$ cat src/hdl/deq_pkg.sv
`default_nettype none

package deq_pkg;

   localparam int DEPTH = 1024;
   localparam int IDX_W = $clog2(DEPTH);
   localparam int CNT_W = $clog2(DEPTH + 1);
   localparam int SUM_W = CNT_W + 1;
   localparam int WORD_W = 32;

   localparam logic [IDX_W-1:0] IDX_LAST = IDX_W'(DEPTH - 1);
   localparam logic [CNT_W-1:0] CNT_FULL = CNT_W'(DEPTH);
   localparam logic [SUM_W-1:0] SUM_WRAP = SUM_W'(DEPTH);

   typedef enum logic [2:0] {
      CMD_PUSH_FRONT = 3'd0,
      CMD_PUSH_BACK  = 3'd1,
      CMD_POP_FRONT  = 3'd2,
      CMD_POP_BACK   = 3'd3,
      CMD_FRONT      = 3'd4,
      CMD_BACK       = 3'd5,
      CMD_SIZE       = 3'd6,
      CMD_CLEAR      = 3'd7
   } cmd_type;

   typedef enum logic [1:0] {
      ST_OK    = 2'd0,
      ST_ERROR = 2'd1,
      ST_VALUE = 2'd2
   } rsp_status_type;

   typedef enum logic [1:0] {
      ADDR_FRONT,
      ADDR_FRONT_DEC,
      ADDR_TAIL,
      ADDR_LAST
   } addr_sel_type;

   typedef enum logic [1:0] {
      FRONT_HOLD,
      FRONT_INC,
      FRONT_DEC
   } front_op_type;

   typedef enum logic [1:0] {
      COUNT_HOLD,
      COUNT_INC,
      COUNT_DEC,
      COUNT_CLR
   } count_op_type;

   typedef enum logic [1:0] {
      RSP_ZERO,
      RSP_SIZE,
      RSP_MEM
   } rsp_sel_type;

   typedef struct packed {
      logic           load;
      logic           write;
      logic           read;
      addr_sel_type   addr_sel;
      front_op_type   front_op;
      count_op_type   count_op;
      logic           rsp_en;
      rsp_status_type rsp_status;
      rsp_sel_type    rsp_sel;
   } ctl_type;

   typedef struct packed {
      cmd_type cmd;
      logic    empty;
      logic    full;
   } dp_status_type;

endpackage

`default_nettype wire

$ cat src/hdl/deq_ctrl.sv
`default_nettype none

module deq_ctrl (
   input  wire logic                   clock,
   input  wire logic                   reset,
   input  wire logic                   start,
   input  wire deq_pkg::dp_status_type dp_status,
   output deq_pkg::ctl_type            ctl,
   output logic                        busy
);
   import deq_pkg::*;

   typedef enum logic [1:0] {
      S_IDLE,
      S_EXEC,
      S_READ
   } state_type;

   state_type state_ff;
   state_type state_in;
   logic      busy_ff;

   always_comb begin
      ctl            = '0;
      ctl.addr_sel   = ADDR_FRONT;
      ctl.front_op   = FRONT_HOLD;
      ctl.count_op   = COUNT_HOLD;
      ctl.rsp_status = ST_OK;
      ctl.rsp_sel    = RSP_ZERO;
      state_in       = state_ff;
      unique case (state_ff)
         S_IDLE: begin
            if (start) begin
               ctl.load = 1'b1;
               state_in = S_EXEC;
            end
         end
         S_EXEC: begin
            state_in = S_IDLE;
            unique case (dp_status.cmd)
               CMD_PUSH_FRONT, CMD_PUSH_BACK: begin
                  ctl.rsp_en = 1'b1;
                  if (dp_status.full) begin
                     ctl.rsp_status = ST_ERROR;
                  end else begin
                     ctl.write    = 1'b1;
                     ctl.count_op = COUNT_INC;
                     if (dp_status.cmd == CMD_PUSH_FRONT) begin
                        ctl.addr_sel = ADDR_FRONT_DEC;
                        ctl.front_op = FRONT_DEC;
                     end else begin
                        ctl.addr_sel = ADDR_TAIL;
                     end
                  end
               end
               CMD_POP_FRONT, CMD_POP_BACK, CMD_FRONT, CMD_BACK: begin
                  if (dp_status.empty) begin
                     ctl.rsp_en     = 1'b1;
                     ctl.rsp_status = ST_ERROR;
                  end else begin
                     ctl.read = 1'b1;
                     state_in = S_READ;
                     if (dp_status.cmd == CMD_POP_FRONT || dp_status.cmd == CMD_FRONT) begin
                        ctl.addr_sel = ADDR_FRONT;
                     end else begin
                        ctl.addr_sel = ADDR_LAST;
                     end
                     if (dp_status.cmd == CMD_POP_FRONT) begin
                        ctl.front_op = FRONT_INC;
                     end
                     if (dp_status.cmd == CMD_POP_FRONT || dp_status.cmd == CMD_POP_BACK) begin
                        ctl.count_op = COUNT_DEC;
                     end
                  end
               end
               CMD_SIZE: begin
                  ctl.rsp_en     = 1'b1;
                  ctl.rsp_status = ST_VALUE;
                  ctl.rsp_sel    = RSP_SIZE;
               end
               CMD_CLEAR: begin
                  ctl.rsp_en   = 1'b1;
                  ctl.count_op = COUNT_CLR;
               end
               default: begin
                  ctl.rsp_en     = 1'b1;
                  ctl.rsp_status = ST_ERROR;
               end
            endcase
         end
         S_READ: begin
            ctl.rsp_en     = 1'b1;
            ctl.rsp_status = ST_VALUE;
            ctl.rsp_sel    = RSP_MEM;
            state_in       = S_IDLE;
         end
         default: begin
            state_in = S_IDLE;
         end
      endcase
   end

   always_ff @(posedge clock) begin
      if (reset) begin
         state_ff <= S_IDLE;
         busy_ff  <= 1'b0;
      end else begin
         state_ff <= state_in;
         busy_ff  <= (state_in != S_IDLE);
      end
   end

   assign busy = busy_ff;

endmodule

`default_nettype wire

$ cat config.mk
export PLATFORM = sky130hd
export DESIGN_NAME = deq_ctrl
export DESIGN_NICKNAME = d
export VERILOG_FILES = /design/src/hdl/deq_pkg.sv /design/src/hdl/deq_ctrl.sv
export SDC_FILE = /design/constraint.sdc
export NUM_CORES = 1
export LEC_CHECK = 0
export BUFFER_PORTS_ARGS = -buffer_cell sky130_fd_sc_hd__buf_2
export CAP_MARGIN = 20
export CORE_AREA = 10 10 47 49
export DETAILED_ROUTE_END_ITERATION = 8
export DIE_AREA = 0 0 57 59
export PLACE_DENSITY = 0.6
export RECOVER_POWER = 25
export SYNTH_ARGS = -nofsm -noshare
export SYNTH_HDL_FRONTEND = slang
export SYNTH_SLANG_ARGS = --single-unit
$ cat constraint.sdc
create_clock -name clock -period 4.9 [get_ports clock]
set_clock_uncertainty 0.15 [all_clocks]
set_input_delay 0.49 -clock clock [delete_from_list [all_inputs] [get_ports clock]]
set_output_delay 0.49 -clock clock [all_outputs]
set_load 0.005 [all_outputs]
Word-level counts from Yosys, hierarchy flattened

Index checks and enable logic that the tools add are counted.

Flip-flop bits (word level): 3
Latch bits: 0
Memory bits (writable): 0
Bits in read-only memories: 0
Input bits: 8
Output and inout port bits: 15
Logic and storage cells: 44
Memories: 0

Add/sub/neg operators: 0
Multipliers: 0
Div/mod/pow operators: 0
Magnitude comparators: 0
Eq/ne operators: 9
Shifts and indexed selects: 0
Multiplexer cells: 25
Bitwise gates (word level): 0
Reductions and logical operators: 8

Operator list:

| kind                                           | count |
|---|---|
| 2-to-1 mux 2 bit                               | 7 |
| == test 3 bit (second input constant)          | 4 |
| one-hot mux 2 bit (3 select lines)             | 2 |
| one-hot mux 5 bit (2 select lines)             | 1 |
| 2-to-1 mux 1 bit                               | 8 |
| 2-to-1 mux 8 bit                               | 1 |
| one-hot mux 4 bit (2 select lines)             | 1 |
| OR reduction 4 bit                             | 2 |
| 2-to-1 mux 7 bit                               | 1 |
| == test 3 x 2 -> 1 bit (second input constant) | 2 |
| 2-to-1 mux 6 bit                               | 1 |
| one-hot mux 2 bit (2 select lines)             | 1 |
| == test 3 x 1 -> 1 bit (second input constant) | 1 |
| zero test 3 bit                                | 1 |
| 2-to-1 mux 3 bit                               | 1 |
| == test 2 x 1 -> 1 bit (second input constant) | 1 |
| == test 2 bit (second input constant)          | 1 |
| zero test 2 bit                                | 1 |
| logical OR 1 bit                               | 2 |
| one-hot mux 1 bit (2 select lines)             | 1 |
| nonzero test 2 bit                             | 1 |
| OR reduction 2 bit                             | 1 |

Depth between registers and ports, before layout

Gate-level depths: netlist of the first run.

Word-level depth: 6
Mapped depth: 6
Depth with buffers taken out: 6

Least setup slack after synthesis of the first run

No wires, ideal clock.

Kind: input -> output
Start: in dp_status[3] (netlist bit)
End: out ctl[10] (netlist bit)
Arrival time: 1539 ps
Required time: 4260 ps
Setup slack: 2721 ps
Stages on the path: 6
Path buffers: 0
Cell sequence: inv_1 -> ha_1 -> nand3b_2 -> inv_2 -> a2111oi_2 -> a2111oi_2

RTL lines:

| item        | line          | source |
|---|---|---|
| from (decl) | deq_ctrl.sv:7 | `input wire deq_pkg::dp_status_type dp_status,` |
| to (decl)   | deq_ctrl.sv:8 | `output deq_pkg::ctl_type ctl,` |

==> results by group, run 1 <==
GRT
  • Global-route wire length before repair: a little under 2000 um
  • Overflow after GRT: 0
  • GR peak layer: met2
  • Number of global-route vias before repair: between 400 and 500
  • Largest net degree at the start of global routing: 10
  • Initial antenna violation count: 0
  • Met3 usage: 3.43%
  • Met1 usage: under 10%
  • Total Routing Usage GR: 6.96%
  • GRT met2 Usage: 11.3%

Clock network
  • Hold_buf cts: 0
  • Num CTS Buffers: 3
  • CTS Buffer Depth: 2
  • Post-CTS Setup Bufs: 0
  • CTS tree: yes
  • CTS clk-pin slew, worst paths: roughly 0.040 ns
  • Clock Sink Count: 3
  • Clock Latency Late Sink: between 0.2 and 0.25 ns
  • H-tree depth: 1
  • Cts repair resizes: 0
  • CTS root buffer: clkbuf_4

Worst setup path
  • Crit path max fanout: 9
  • Worst Path Arrival: between 2 and 2.5 ns
  • Required @ worst endpoint: 4.26 ns
  • Register-to-Register Path Depth: 5
  • Crit path kind: in -> out
  • Worst Setup End Kind: output port
  • Startpoint type of the worst setup path: input pin

Detailed routing
  • DR pass1 iterations: 3
  • # DRC: 0
  • Routed len/inst: between 10 and 15 um
  • DR vias/cell: between 4 and 5
  • Via count: between 400 and 500
  • DRT antenna net count: 0
  • Post-Route WL: 1110 um
  • 1st-iter DRT viols: 2

Timing
  • Fin worst setup slack: a little over 2 ns
  • Fmax: 0.354 GHz
  • Max-slew violation count: 0
  • Setup Viol. Count Final: 0
  • Worst Tran Pin Value: a little under 0.4 ns
  • RSZ-0062 raised after global routing: false
  • Setup_tns: 0 ns
  • Fin. Hold Viols: 0
  • Slew HR: 73.8%
  • Period utilization: a little under three fifths
  • Tmin final: 2.82 ns

Synthesis
  • Share of the synthesized area in the top cell type: between 20% and 30%
  • Top cells by area, synth: ha_1 23%, dfxtp_1 15%, a2111oi_2 7.7%
  • Cells after Synth: 48
  • Syn nets: 63
  • #FFs+latches synth: 3
  • Sequential area share after synthesis: between 10% and 20%
  • Area leader, netlist: ha_1
  • Unique masters post-synth: 26
  • Synth Warn #: 0
  • Syn_area_per_cell: 8.08 um^2
  • Netlist Area Pre-Place: between 300 and 400 um^2

Power and ir drop
  • Max IR drop VDD: around 0.000091 V
  • Total power draw: roughly 0.10 mW
  • Power density cells: 187 nW/um^2
  • Leak: between 0.3 and 0.4 nW

Layout
  • Layout Nets: 90
  • Synthesis-to-layout area growth: 39.4%
  • Ant diodes: 0
  • Commonest non-fill, non-tap cell in the layout: buf_2
  • Final Non-Filler Cells: 90
  • Most frequent cells in the layout: 19 x buf_2, 7 x ha_1, 5 x inv_1
  • Layout cell share with drive strength beyond 1: about two fifths
  • Number of fill cells in the layout: 161

Placed design
  • Number of I/O port buffers: 22
  • Pre-CTS setup slack: 2.26 ns
  • Final GP Congestion: 0.834
  • Cells after DPL: 86
  • Dpl hpwl: 949 um

Floorplanning
  • Die W: between 50 and 60 um
  • Io pins: 23
  • Row cnt: 14
  • Initial Util: 27.7%
  • Die area: approximately 3400 um^2
  • Die H: between 50 and 60 um
  • Core area: roughly 1400 um^2

Worst hold path
  • Worst hold path class: in -> reg
  • Hold depth: 2

Run
  • Maximum capacitance violations: 0

Outcome
  • Outcome: finished clean
==> cell type report <==
class                      instances  area (um^2)  share of cell area (%)
timing repair buffer              22          106                    19.7
multi-input combinational         39          305                    56.5
clock buffer                       4         26.3                    4.86
tap                               16         20.0                    3.70
sequential                         3         60.1                    11.1
inverter                           6         22.5                    4.17
==> where the power goes <==
part | internal [mW] | switching [mW] | total, mW
logic | 0.0136 | 0.0166 | 0.0303
clock network | 0.0305 | 0.0127 | 0.0432
registers | 0.0265 | 0.000960 | 0.0274
==> cell families (layout without fill, tap and decap cells) <==
family | count (synthesis) | in the layout | share of synthesized area (%)
buffers and inverters | 6 | 32 | 5.81
XOR/XNOR | 1 | 1 | 2.26
AO/OA/AOI/OAI | 8 | 8 | 17.7
flip-flops | 3 | 3 | 15.5
adder cells (fa/ha/maj) | 7 | 7 | 22.6
AND/OR/NAND/NOR | 23 | 23 | 36.1
==> state kept, by name (all words and copies together) (netlist names) <==
| signal | cells |
|---|---|
| state_ff | 2 |
| busy | 1 |
==> stage by stage <==
| stage | hold slack (ns) | util, % | instance area (um^2) |
|---|---|---|---|
| 2_1_floorplan | 0.332 | - | 388 |
| 3_3_place_gp | 0.350 | 37.0 | 518 |
| 3_5_place_dp | 0.365 | 37.0 | 518 |
| 4_1_cts | 0.289 | 38.8 | 544 |
| 5_1_grt | 0.298 | 38.6 | 541 |
| 6_report | 0.294 | 38.6 | 541 |
==> critical path, cell delays in order <==
cell,delay (ns)
clkbuf_1,0.30
inv_1,0.16
ha_1,0.36
nand3b_2,0.16
inv_2,0.08
a2111oi_2,0.39
a2111oi_2,0.10
buf_2,0.14
==> Yosys cell counts <==
cell type	n
o22ai_1	1
and2_1	1
nor2b_1	1
and3_1	1
a22oi_1	1
nand3b_1	2
a21o_1	1
nand2_1	4
inv_2	1
o21a_1	1
and4b_2	1
xnor2_1	1
nor3_1	1
and4_2	1
nor4_1	2
nand2b_1	1
or2_2	1
nand3b_2	1
inv_1	5
nor2_1	4
dfxtp_1	3
nand4_1	1
nor3b_1	1
ha_1	7
a2111oi_2	2
a21oi_1	2
==> per-layer routing <==
metal | wire length (um) | part of all wire [%]
met2 | 518 | 47
met3 | 137 | 12
met5 | 0 | 0
met4 | 0 | 0
met1 | 454 | 41
==> worst paths after layout <==
kind	from	endpoint	slack (ns)
worst max-delay path	dp_status[3]	ctl[10]	2.08
worst min-delay path	reset	state_ff[1]	0.29
worst max register to register	state_ff[1]	busy	3.40
worst min register to register	state_ff[0]	state_ff[0]	0.36
(Power assumes the default switching activity.)
==> run 2: changes to the inputs <==
==> constraint.sdc (replaced) <==
create_clock -name clock -period 2.65 [get_ports clock]
set_clock_uncertainty 0.15 [all_clocks]
set_input_delay 0.265 -clock clock [delete_from_list [all_inputs] [get_ports clock]]
set_output_delay 0.265 -clock clock [all_outputs]
set_load 0.005 [all_outputs]
==> results by group, run 2 (same netlist as run 1, synthesis figures left out) <==
Outcome
  • Outcome: finished clean

Timing
  • Max-slew violation count: 0
  • Worst Tran Pin Value: 0.407 ns
  • Min Hold Slack: between 0.06 and 0.07 ns
  • Setup Viol. Count Final: 0
  • Tmin final: around 2.2 ns
  • Setup_tns: 0 ns
  • Period utilization: between 80% and 90%
  • Fin. Hold Viols: 0
  • Fmax: between 0.4 and 0.5 GHz
  • RSZ-0062 raised after global routing: false
  • Slew HR: ~73%

Clock network
  • CTS root buffer: clkbuf_4
  • CTS clk-pin slew, worst paths: ~0.040 ns
  • Clock Latency Late Sink: 0.23 ns
  • Clock Sink Count: 3
  • Hold_buf cts: 0
  • H-tree depth: 1
  • CTS tree: yes
  • Num CTS Buffers: 3
  • CTS Buffer Depth: 2
  • Cts repair resizes: 0
  • Post-CTS Setup Bufs: 0

Floorplanning
  • Io pins: 23
  • Die W: roughly 57 um
  • Die area: approximately 3400 um^2
  • Die H: between 50 and 60 um
  • Row cnt: 14
  • Core area: 1400 um^2
  • Initial Util: ~28%

Worst setup path
  • Crit path max fanout: 6
  • Required @ worst endpoint: ~2.2 ns
  • Worst Path Arrival: 1.83 ns
  • Worst Setup End Kind: output port
  • Startpoint type of the worst setup path: flop
  • Crit path kind: reg -> out

Detailed routing
  • DRT antenna net count: 0
  • DR vias/cell: ~4.7
  • Post-Route WL: 1090 um
  • # DRC: 0
  • Via count: roughly 420
  • Routed len/inst: around 12 um
  • DR pass1 iterations: 5
  • 1st-iter DRT viols: 2

Layout
  • Ant diodes: 0
  • Max reg flops: 2
  • Layout Nets: 90
  • Commonest non-fill, non-tap cell in the layout: buf_2
  • Most frequent cells in the layout: 21 x buf_2, 7 x ha_1, 5 x inv_1
  • Synthesis-to-layout area growth: 40.0%
  • Largest Register: state_ff
  • Layout cell share with drive strength beyond 1: a little over two fifths

GRT
  • Number of global-route vias before repair: around 460
  • Global-route wire length before repair: 1990 um
  • Initial antenna violation count: 0
  • Total Routing Usage GR: roughly 7%
  • Largest net degree at the start of global routing: 10
  • Overflow after GRT: 0

Power and ir drop
  • Total power draw: ~0.19 mW
  • Power density cells: between 300 and 400 nW/um^2
  • Max IR drop VDD: around 0.00016 V
  • Leak: approximately 0.31 nW

Worst hold path
  • Worst hold path class: in -> reg

Placed design
  • Dpl hpwl: 924 um
  • Number of I/O port buffers: 22
  • Final GP Congestion: around 0.84

Run
  • Maximum capacitance violations: 0
## run 2: changes by cell type in the layout (fill, tap and decap cells not counted)
cell,previous run,this run
buf_2,19,21
clkbuf_1,4,2
## run 2: path summary, 6_finish.rpt
| path | to | startpoint | depth (start not counted) | slack [ns] |
|---|---|---|---|---|
| setup / recovery | ctl[10] | state_ff[1] | 6 | 0.40 |
| hold / removal | state_ff[1] | reset | 2 | 0.07 |
| setup reg to reg | busy | state_ff[1] | 5 | 1.13 |
| hold reg to reg | state_ff[0] | state_ff[0] | 2 | 0.36 |
## run 2: through the flow
step	setup slack, ns	std cells	area, um^2	utilization, %
floorplan	0.893	48	388	-
global placement	0.510	86	518	37.0
detailed placement	0.480	86	518	37.0
CTS	0.396	90	544	38.8
global route	0.232	90	543	38.8
finish	0.405	90	543	38.8
## run 2: metal layers
layer,vias to the layer above,wire [um],share of wire (%),track usage (%)
met4,0,0,0,4.03
met2,16,494,45,10.5
met5,-,0,0,0
met1,185,458,42,7.76
li1,223,-,-,-
met3,0,135,12,3.43
## run 2: where the power goes
| group | leakage [nW] | total [mW] | switching (mW) | internal [mW] |
|---|---|---|---|---|
| Combinational | 0.272 | 0.0564 | 0.0304 | 0.0260 |
| Sequential | 0.0248 | 0.0509 | 0.00192 | 0.0490 |
| Clock | 0.0150 | 0.0783 | 0.0219 | 0.0563 |
| Total | 0.312 | 0.186 | 0.0542 | 0.131 |
## run 2: worst max-delay path, stage by stage (launching register included)
cell,delay [ns]
dfxtp_1,0.37
inv_1,0.08
ha_1,0.26
and4b_2,0.28
a2111oi_2,0.37
a2111oi_2,0.09
buf_2,0.14
## run 2: layout make-up
class                   instances  area [um^2]
clock buffers                   4         26.3
fillers                       154          858
inverters                       6         22.5
multi-input cells              39          305
flip-flops and latches          3         60.1
well taps                      16         20.0
repair buffers                 22          109
==> run 3: changes to the inputs <==
--- a/config.mk
+++ b/config.mk
@@ -10,7 +10,7 @@
 export CORE_AREA = 10 10 47 49
 export DETAILED_ROUTE_END_ITERATION = 8
 export DIE_AREA = 0 0 57 59
-export PLACE_DENSITY = 0.6
+export PLACE_DENSITY = 0.63
 export RECOVER_POWER = 25
 export SYNTH_ARGS = -nofsm -noshare
 export SYNTH_HDL_FRONTEND = slang
==> constraint.sdc (replaced) <==
create_clock -name clock -period 2.05 [get_ports clock]
set_clock_uncertainty 0.15 [all_clocks]
set_input_delay 0.205 -clock clock [delete_from_list [all_inputs] [get_ports clock]]
set_output_delay 0.205 -clock clock [all_outputs]
set_load 0.005 [all_outputs]
==> results by group, run 3 (same netlist as run 1, synthesis figures left out) <==
Outcome
  • Outcome: finished clean

Clock network
  • CTS root buffer: clkbuf_4
  • Clock Sink Count: 3
  • CTS clk-pin slew, worst paths: approximately 0.04 ns
  • H-tree depth: 1
  • Clock Latency Late Sink: ~0.23 ns
  • Num CTS Buffers: 3
  • CTS Buffer Depth: 2
  • CTS tree: yes

GRT
  • Global-route wire length before repair: roughly 2000 um
  • Initial antenna violation count: 0
  • Overflow after GRT: 0
  • Number of global-route vias before repair: 473
  • Total Routing Usage GR: 7.15%
  • Largest net degree at the start of global routing: 9

Timing
  • Worst Tran Pin Value: between 0.3 and 0.4 ns
  • RSZ-0062 raised after global routing: true
  • Max-slew violation count: 0
  • Period utilization: 99.0%
  • Fin. Hold Viols: 0
  • Tmin final: approximately 2.0 ns
  • Fin worst setup slack: 0.0200 ns
  • Setup Viol. Count Final: 0
  • Fmax: about 0.5 GHz
  • Setup_tns: 0 ns
  • Min Hold Slack: between 0.1 and 0.15 ns
  • Slew HR: ~76%

Worst setup path
  • Crit path max fanout: 6
  • Worst Path Arrival: ~1.7 ns
  • Worst Setup End Kind: output port
  • Crit path kind: reg -> out
  • Required @ worst endpoint: between 1.5 and 2 ns
  • Startpoint type of the worst setup path: flop

Power and ir drop
  • Leak: 0.353 nW
  • Power density cells: approximately 400 nW/um^2
  • Clk pwr share: around two fifths
  • Combinational power share: about a third
  • Power Internal: 0.181 mW
  • Max IR drop VDD: ~0.00045 V
  • Total power draw: about 0.26 mW
  • Sw Share: between 30% and 40%
  • Reg power frac: around a quarter
  • Sw Pwr: approximately 0.082 mW

Floorplanning
  • Core area: about 1400 um^2
  • Row cnt: 14
  • Die W: about 57 um
  • Die H: approximately 59 um
  • Initial Util: between 20 and 30%
  • Io pins: 23
  • Die area: around 3400 um^2

Detailed routing
  • Routed len/inst: 12.8 um
  • DRT antenna net count: 0
  • Via count: between 400 and 500
  • 1st-iter DRT viols: 3
  • # DRC: 0
  • DR vias/cell: ~4.8
  • Post-Route WL: ~1300 um
  • DR pass1 iterations: 4

Layout
  • Commonest non-fill, non-tap cell in the layout: buf_2
  • Ant diodes: 0
  • Number of fill cells in the layout: about 150
  • Layout cell share with drive strength beyond 1: between 50 and 60%
  • Max reg flops: 2
  • Synthesis-to-layout area growth: 67.4%
  • Largest Register: state_ff
  • Layout Nets: 98
  • Final Non-Filler Cells: 98
  • Most frequent cells in the layout: 21 x buf_2, 7 x buf_4, 6 x ha_1

Run
  • Maximum capacitance violations: 0

Placed design
  • Number of I/O port buffers: 22
  • Cells after DPL: slightly below 90
  • Dpl hpwl: 958 um
  • Final GP Congestion: roughly 0.8
  • Pre-CTS setup slack: ~0.11 ns

Worst hold path
  • Worst hold path class: in -> reg
## run 3: repair_timing
action / in CTS / in global routing
gates resized for setup: 4 / 7
hold endpoints to repair: 1 / 0
endpoints found under the setup margin: 1 / 3
hold buffers: 1 / 0
pin swaps: 3 / 2
setup buffers: 2 / 2
gates cloned: 0 / 0
## run 3: final cells by class
cell class                      count  area (um^2)  share of cell area [%]
Tap cell                           16         20.0                    3.08
Sequential cell                     3         65.1                    10.0
Timing Repair Buffer               30          171                    26.4
Inverter                            6         25.0                    3.85
Clock buffer                        4         26.3                    4.05
Multi-Input combinational cell     39          342                    52.6
## run 3: metrics by stage
stage	utilization, %	instance area [um^2]
2_1_floorplan	-	388
3_3_place_gp	38.6	541
3_5_place_dp	38.6	541
4_1_cts	44.1	618
5_1_grt	46.3	649
6_report	46.3	649
## run 3: worst max-delay path, cell delays in order (launching register included)
cell and delay, ns:
dfxtp_4 0.36, inv_4 0.04, ha_4 0.17, buf_4 0.13, nand3b_2 0.09, inv_2 0.08, a2111oi_4 0.37, a2111oi_2 0.06
buf_2 0.14
## run 3: metal layers
metal | up-vias | wire length (um) | GRT usage (%)
met4 | 0 | 17 | 3.02
met5 | - | 0 | 0
met2 | 20 | 543 | 11.5
met1 | 203 | 542 | 7.41
met3 | 2 | 150 | 4.29
li1 | 242 | - | -
## run 3: power by group through the flow
stage / Combinational (mW) / Clock, mW / Sequential, mW
floorplan: 0.0432 / 0 / 0.0666
global placement: 0.0773 / 0 / 0.0667
detailed placement: 0.0775 / 0 / 0.0666
CTS: 0.0850 / 0.110 / 0.0667
global route: 0.0988 / 0.118 / 0.0668
finish: 0.0900 / 0.106 / 0.0662
## run 3: worst paths after layout
check	depth (start not counted)	slack [ns]	from	to
hold / removal	3	0.12	start	state_ff[1]
setup / recovery	8	0.02	state_ff[1]	ctl[10]
setup reg to reg	7	0.51	state_ff[1]	busy
hold reg to reg	2	0.37	state_ff[0]	state_ff[0]
